--- src/hw/rtl/upm_pkg.sv ---
// ============================================================================
// upm_pkg - shared types and constants for the alpha un-premultiply pipeline
// Pixel word types, per-channel divider lane state and the 8-bit scaling
// function used at the output stage.
// ============================================================================
package upm_pkg;

    // Fixed-point format: 1.15, one at 1 << FX_SHIFT
    localparam int CH_W      = 16;
    localparam int BYTE_W    = 8;
    localparam int FX_SHIFT  = 15;
    localparam int FX_ONE    = 1 << FX_SHIFT;
    localparam int FX_HALF   = FX_ONE / 2;
    localparam int BYTE_MAX  = 255;

    // Divider layout: 16 quotient bits, a fixed number of steps per stage
    localparam int QUO_W           = 16;
    localparam int STEPS_PER_STAGE = 4;
    localparam int DIV_STAGES      = QUO_W / STEPS_PER_STAGE;
    localparam int NUM_COLOUR      = 3;

    // Colour lane order inside a bundle
    localparam int LANE_RED   = 0;
    localparam int LANE_GREEN = 1;
    localparam int LANE_BLUE  = 2;

    typedef struct packed {
        logic [CH_W-1:0] premult_red;
        logic [CH_W-1:0] premult_green;
        logic [CH_W-1:0] premult_blue;
        logic [CH_W-1:0] alpha_in;
    } t_pix_in;

    typedef struct packed {
        logic [BYTE_W-1:0] red_byte;
        logic [BYTE_W-1:0] green_byte;
        logic [BYTE_W-1:0] blue_byte;
        logic [BYTE_W-1:0] alpha_byte;
    } t_pix_out;

    // One colour channel in the divider: partial remainder, plus a shift
    // register that feeds dividend bits out of the top and takes quotient
    // bits in at the bottom.
    typedef struct packed {
        logic [CH_W-1:0]  rem;
        logic [QUO_W-1:0] sh;
        logic             ovf;
    } t_lane;

    typedef struct packed {
        t_lane [NUM_COLOUR-1:0] lane;
        logic [CH_W-1:0]        alpha;
        logic                   zero;
    } t_bundle;

    // (v * 255 + half) >> 15, saturated at 255
    function automatic logic [BYTE_W-1:0] to_byte(input logic [CH_W-1:0] v);
        logic [CH_W+9-1:0] prod;
        logic [9:0]        s;
        prod = {1'b0, v, 8'b0} - {9'b0, v} + (CH_W+9)'(FX_HALF);
        s    = prod[CH_W+9-1:FX_SHIFT];
        to_byte = (s > 10'(BYTE_MAX)) ? BYTE_W'(BYTE_MAX) : s[BYTE_W-1:0];
    endfunction

endpackage

--- src/hw/rtl/rgba15_unpremultiply_to_rgba8.sv ---
// ============================================================================
// rgba15_unpremultiply_to_rgba8 - 1.15 premultiplied RGBA to straight RGBA8
// Divides each colour by alpha with rounding in a pipelined restoring
// divider, then scales all four channels to 8 bits with saturation.
// ============================================================================
//
//  channel | ports                     | word      | handshake
//  --------+---------------------------+-----------+-------------------------
//  pixel   | start, busy, i_pixel      | t_pix_in  | taken when start && !busy
//  result  | o_valid, o_result         | t_pix_out | one-cycle strobe, no hold
//
//  One pixel word may enter every clock cycle; busy is never raised.
//  The path runs through an input stage, four divider stages of
//  four restoring steps each, and an output scaling stage.
//  The 17-bit subtract chain inside each divider stage sets the clock.
//  Synchronous reset clears all valid bits; words in flight are dropped.
//  The receiver cannot stall, so the pipeline never holds.
//
module rgba15_unpremultiply_to_rgba8 (
    input  logic               i_clk,
    input  logic               i_rst_n,
    input  logic               start,
    output logic               busy,
    input  upm_pkg::t_pix_in   i_pixel,
    output logic               o_valid,
    output upm_pkg::t_pix_out  o_result
);
    import upm_pkg::*;

    logic    w_take;
    logic    w_vld [DIV_STAGES+1];
    t_bundle w_bnd [DIV_STAGES+1];

    assign busy   = 1'b0;
    assign w_take = start && !busy;

    // Dividend set-up and range flags
    upm_front u_front (
        .i_clk    (i_clk),
        .i_rst_n  (i_rst_n),
        .i_valid  (w_take),
        .i_pixel  (i_pixel),
        .o_valid  (w_vld[0]),
        .o_bundle (w_bnd[0])
    );

    // Divider stages
    for (genvar g = 0; g < DIV_STAGES; g++) begin : g_div
        upm_div_stage u_stage (
            .i_clk    (i_clk),
            .i_rst_n  (i_rst_n),
            .i_valid  (w_vld[g]),
            .i_bundle (w_bnd[g]),
            .o_valid  (w_vld[g+1]),
            .o_bundle (w_bnd[g+1])
        );
    end

    // Scaling to bytes
    upm_out u_out (
        .i_clk    (i_clk),
        .i_rst_n  (i_rst_n),
        .i_valid  (w_vld[DIV_STAGES]),
        .i_bundle (w_bnd[DIV_STAGES]),
        .o_valid  (o_valid),
        .o_result (o_result)
    );

    // An accepted word shows up in the input stage next cycle
    a_front_valid : assert property (@(posedge i_clk) disable iff (!i_rst_n)
        w_take |=> w_vld[0])
        else $error("accepted word missing from input stage");

    // Last divider stage feeds the strobe in the following cycle
    a_out_strobe : assert property (@(posedge i_clk) disable iff (!i_rst_n)
        w_vld[DIV_STAGES] |=> o_valid)
        else $error("result strobe missing after divider");

    // Zero alpha always comes out black
    a_zero_black : assert property (@(posedge i_clk) disable iff (!i_rst_n)
        (w_vld[DIV_STAGES] && w_bnd[DIV_STAGES].zero) |=>
        (o_result.red_byte == '0 && o_result.green_byte == '0 &&
         o_result.blue_byte == '0))
        else $error("zero alpha gave non-zero colour");

    // Red far above alpha saturates
    a_red_sat : assert property (@(posedge i_clk) disable iff (!i_rst_n)
        (w_vld[DIV_STAGES] && !w_bnd[DIV_STAGES].zero &&
         w_bnd[DIV_STAGES].lane[LANE_RED].ovf) |=>
        (o_result.red_byte == BYTE_W'(BYTE_MAX)))
        else $error("red overflow did not saturate");

endmodule

--- src/hw/rtl/upm_front.sv ---
// ============================================================================
// upm_front - input stage of the un-premultiply pipeline
// Forms the rounded dividend (c << 15) + alpha / 2 for each colour, flags
// quotients that cannot fit 16 bits and zero alpha, and registers the result.
// ============================================================================
module upm_front (
    input  logic               i_clk,
    input  logic               i_rst_n,
    input  logic               i_valid,
    input  upm_pkg::t_pix_in   i_pixel,
    output logic               o_valid,
    output upm_pkg::t_bundle   o_bundle
);
    import upm_pkg::*;

    logic [CH_W-1:0] w_colour [NUM_COLOUR];
    logic [CH_W-1:0] w_alpha;
    t_bundle         n_bundle;
    t_bundle         r_bundle;
    logic            r_valid;

    assign w_colour[LANE_RED]   = i_pixel.premult_red;
    assign w_colour[LANE_GREEN] = i_pixel.premult_green;
    assign w_colour[LANE_BLUE]  = i_pixel.premult_blue;
    assign w_alpha              = i_pixel.alpha_in;

    // Dividend is {0, c, alpha[15:1]}: the rounding half never carries into c.
    // Upper half seeds the remainder; quotient >= 2^16 when it is >= alpha.
    always_comb begin
        n_bundle.alpha = w_alpha;
        n_bundle.zero  = (w_alpha == '0);
        for (int c = 0; c < NUM_COLOUR; c++) begin
            n_bundle.lane[c].rem = {1'b0, w_colour[c][CH_W-1:1]};
            n_bundle.lane[c].sh  = {w_colour[c][0], w_alpha[CH_W-1:1]};
            n_bundle.lane[c].ovf = ({1'b0, w_colour[c][CH_W-1:1]} >= w_alpha);
        end
    end

    // Valid bit
    always_ff @(posedge i_clk) begin
        if (!i_rst_n) begin
            r_valid <= 1'b0;
        end else begin
            r_valid <= i_valid;
        end
    end

    // Payload
    always_ff @(posedge i_clk) begin
        if (i_valid) begin
            r_bundle <= n_bundle;
        end
    end

    assign o_valid  = r_valid;
    assign o_bundle = r_bundle;

endmodule

--- src/hw/rtl/upm_div_stage.sv ---
// ============================================================================
// upm_div_stage - one stage of the restoring divider
// Runs a fixed number of restoring steps on all three colour lanes against
// the shared alpha divisor and registers the lane state.
// ============================================================================
module upm_div_stage (
    input  logic               i_clk,
    input  logic               i_rst_n,
    input  logic               i_valid,
    input  upm_pkg::t_bundle   i_bundle,
    output logic               o_valid,
    output upm_pkg::t_bundle   o_bundle
);
    import upm_pkg::*;

    t_bundle       n_bundle;
    t_bundle       r_bundle;
    logic          r_valid;
    logic [CH_W:0] v_cur;
    logic          v_fits;

    // Restoring steps: bring down one dividend bit, subtract alpha if it fits
    always_comb begin
        n_bundle = i_bundle;
        v_cur    = '0;
        v_fits   = 1'b0;
        for (int c = 0; c < NUM_COLOUR; c++) begin
            for (int s = 0; s < STEPS_PER_STAGE; s++) begin
                v_cur  = {n_bundle.lane[c].rem, n_bundle.lane[c].sh[QUO_W-1]};
                v_fits = (v_cur >= {1'b0, i_bundle.alpha});
                if (v_fits) begin
                    v_cur = v_cur - {1'b0, i_bundle.alpha};
                end
                n_bundle.lane[c].rem = v_cur[CH_W-1:0];
                n_bundle.lane[c].sh  = {n_bundle.lane[c].sh[QUO_W-2:0], v_fits};
            end
        end
    end

    // Valid bit
    always_ff @(posedge i_clk) begin
        if (!i_rst_n) begin
            r_valid <= 1'b0;
        end else begin
            r_valid <= i_valid;
        end
    end

    // Payload
    always_ff @(posedge i_clk) begin
        if (i_valid) begin
            r_bundle <= n_bundle;
        end
    end

    assign o_valid  = r_valid;
    assign o_bundle = r_bundle;

endmodule

--- src/hw/rtl/upm_out.sv ---
// ============================================================================
// upm_out - output stage of the un-premultiply pipeline
// Scales quotients and alpha to 8 bits with rounding, applies the zero-alpha
// and overflow rules, and registers the result word with its strobe.
// ============================================================================
module upm_out (
    input  logic               i_clk,
    input  logic               i_rst_n,
    input  logic               i_valid,
    input  upm_pkg::t_bundle   i_bundle,
    output logic               o_valid,
    output upm_pkg::t_pix_out  o_result
);
    import upm_pkg::*;

    logic [BYTE_W-1:0] w_byte [NUM_COLOUR];
    t_pix_out          n_result;
    t_pix_out          r_result;
    logic              r_valid;

    // Zero alpha gives black; quotient past 16 bits is far above one: 255
    always_comb begin
        for (int c = 0; c < NUM_COLOUR; c++) begin
            if (i_bundle.zero) begin
                w_byte[c] = '0;
            end else if (i_bundle.lane[c].ovf) begin
                w_byte[c] = BYTE_W'(BYTE_MAX);
            end else begin
                w_byte[c] = to_byte(i_bundle.lane[c].sh);
            end
        end
        n_result.red_byte   = w_byte[LANE_RED];
        n_result.green_byte = w_byte[LANE_GREEN];
        n_result.blue_byte  = w_byte[LANE_BLUE];
        n_result.alpha_byte = to_byte(i_bundle.alpha);
    end

    // Strobe
    always_ff @(posedge i_clk) begin
        if (!i_rst_n) begin
            r_valid <= 1'b0;
        end else begin
            r_valid <= i_valid;
        end
    end

    // Result word
    always_ff @(posedge i_clk) begin
        if (i_valid) begin
            r_result <= n_result;
        end
    end

    assign o_valid  = r_valid;
    assign o_result = r_result;

endmodule

--- config.mk ---
export PLATFORM = sky130hd
export DESIGN_NAME = rgba15_unpremultiply_to_rgba8
export DESIGN_NICKNAME = d
export VERILOG_FILES = /design/src/hw/rtl/upm_pkg.sv /design/src/hw/rtl/rgba15_unpremultiply_to_rgba8.sv /design/src/hw/rtl/upm_front.sv /design/src/hw/rtl/upm_div_stage.sv /design/src/hw/rtl/upm_out.sv
export SDC_FILE = /design/constraint.sdc
export NUM_CORES = 2
export LEC_CHECK = 0
export ABC_AREA = 1
export BUFFER_PORTS_ARGS = -buffer_cell sky130_fd_sc_hd__buf_2
export CAP_MARGIN = 20
export CELL_PAD_IN_SITES_DETAIL_PLACEMENT = 0
export CELL_PAD_IN_SITES_GLOBAL_PLACEMENT = 1
export CORE_AREA = 10 10 505 507
export DETAILED_ROUTE_END_ITERATION = 8
export DIE_AREA = 0 0 515 517
export GPL_TIMING_DRIVEN = 0
export PLACE_DENSITY = 0.58
export SLEW_MARGIN = 20
export SYNTH_ARGS = -nofsm -noshare
export SYNTH_HDL_FRONTEND = slang
export SYNTH_HIERARCHICAL = 1
export SYNTH_SLANG_ARGS = --single-unit
--- constraint.sdc ---
create_clock -name i_clk -period 10.88 [get_ports i_clk]
set_clock_uncertainty 0.05 [all_clocks]
set_input_delay 1.088 -clock i_clk [delete_from_list [all_inputs] [get_ports i_clk]]
set_output_delay 1.088 -clock i_clk [all_outputs]
set_load 0.1 [all_outputs]
==> flow_metrics.env <==
export IMPL_status="complete, no violations"
export IMPL_drt_total_wl_um=258000
export IMPL_synthToLayoutAreaGrowth_pct=11.1
export IMPL_place_congestion=0.877
export IMPL_syn_inst=10400
export IMPL_grt_pass1_wl_um=392000
export IMPL_h_tree_depth=3
export IMPL_hpwl_um=209000
export IMPL_slew_limit_headroom=0.220
export IMPL_crit_path_end_kind="flop"
export IMPL_start_kind="flop"
export IMPL_initial_core_util=0.287
export IMPL_worst_endpoint_arrival_ns=10.68
export IMPL_fmax_ghz=0.0978
export IMPL_fin_tns_setup_ns=0
export IMPL_hold_path_class="reg -> reg"
export IMPL_cpMaxStageDelayCell="o31ai_1"
export IMPL_cts_tree="yes"
export IMPL_period_needed_ns=10.23
export IMPL_drt_pass1_iterations=5
export IMPL_antenna_found_initial=10
export IMPL_insertion_delay_ns=0.72
export IMPL_overflow=0
export IMPL_finalHoldViolCount=0
export IMPL_final_nets=11600
export IMPL_clock_path_buffers=3
export IMPL_crit_path_max_incr_delay_ns=0.64
export IMPL_layout_commonest_cell="nand2_1"
export IMPL_drive_above_1_share=0.0766
export IMPL_holdWs_ns=0.355
export IMPL_finalSetupViolCount=0
export IMPL_finalNonFillerCells=13900
export IMPL_dr_total_vias=67500
export IMPL_die_area_um2=266000
export IMPL_grt_pass1_vias=65900
export IMPL_port_buffers=99
export IMPL_root_buffer="clkbuf_16"
export IMPL_grt_usage=0.188
export IMPL_via_per_inst=4.86
export IMPL_crit_top_cell="nand2_1"
export IMPL_die_y_um=517
export IMPL_grt_max_degree=57
export IMPL_mostFrequentLayoutCells="3455 x nand2_1, 1287 x inv_1, 908 x ha_1"
export IMPL_dp_cells=13700
export IMPL_grt_setup_unrepaired="false"
export IMPL_synth_area_um2=70200
export IMPL_cap_viol_max_count=0
export IMPL_yosys_warnings=6
export IMPL_numClockSinks=522
export IMPL_required_ns=11.34
export IMPL_min_period_over_period=0.940
export IMPL_worst_slew_pin_slew_ns=1.17
export IMPL_drc=0
export IMPL_drt_iter0_markers=4367
export IMPL_wire_per_inst_um=18.6
export IMPL_numCtsBuffers=73
export IMPL_core_um2=245000
export IMPL_rows=182
export IMPL_crit_fanout=12
export IMPL_io_pins=101
export IMPL_critical_path_class="reg -> reg"
export IMPL_ant_nets=0
export IMPL_die_x_um=515
export IMPL_clkSlewWorstSetupHoldPaths_ns=0.06
export IMPL_syn_avg_cell_area_um2=6.77
export IMPL_slew_viol_final=0
## through the flow
step                      area [um2]  setup WS (ns)   util
after floorplan                70200           3.21      -
after detailed placement       75000          0.105  0.307
after global placement         74700         -0.858  0.305
after CTS                      77500         0.0447  0.316
final                          77900          0.654  0.318
after global routing           77900         0.0204  0.318
## state kept, by name, indices dropped and copies added (netlist names)
register,cells
u_out/o_result,32
g_div.u_stage/o_valid,4
u_front/o_bundle,68
u_front/o_valid,1
u_out/o_valid,1
g_div.u_stage/o_bundle,416
## layer usage
layer  track usage  vias to the layer above  part of all wire
met5             0                        -          0.000078
met4        0.0499                        2             0.028
met3        0.0169                      268             0.032
met2         0.331                     1251              0.48
met1         0.246                    31100              0.46
li1              -                    34900                 -
## path summary, 6_finish.rpt
path | startpoint | end | slack, ns | depth (start not counted)
setup / recovery | g_div[0].u_stage/o_bundle[7]$_DFFE_PP_ | g_div[1].u_stage/o_bundle[44]$_DFFE_PP_ | 0.65 | 48
hold / removal | g_div[1].u_stage/o_bundle[24]$_DFFE_PP_ | g_div[2].u_stage/o_bundle[28]$_DFFE_PP_ | 0.36 | 0
setup reg to reg | g_div[0].u_stage/o_bundle[7]$_DFFE_PP_ | g_div[1].u_stage/o_bundle[44]$_DFFE_PP_ | 0.65 | 48
hold reg to reg | g_div[1].u_stage/o_bundle[24]$_DFFE_PP_ | g_div[2].u_stage/o_bundle[28]$_DFFE_PP_ | 0.36 | 0
## critical path, delay by kind of cell (launching register included)
kind	cells	cell delay, ns
flip-flops	1	0.41
AO/OA/AOI/OAI	9	2.36
AND/OR/NAND/NOR	25	3.12
buffers and inverters	10	2.46
adder cells (fa/ha/maj)	4	1.57
## final cells by class
cell class                 count  area (um2)
fill                       26800      167000
multi-input combinational   8289       48200
sequential                   522       15600
inverter                    1379        5240
tap                         3220        4030
clock buffer                  84        1870
timing repair buffer         165        1230
buffer                       180        1210
clock inverter                48         553
antenna                        5        12.5
## repair_timing
item	4_1_cts	5_1_grt
gates resized for setup	0	23
hold buffers	0	0
hold endpoints to repair	0	0
setup buffers	0	48
setup endpoints to repair	0	72
Power is left out: the tool's default activity adds up to more than one toggle a clock period on the data nets, which glitch-free logic cannot reach.
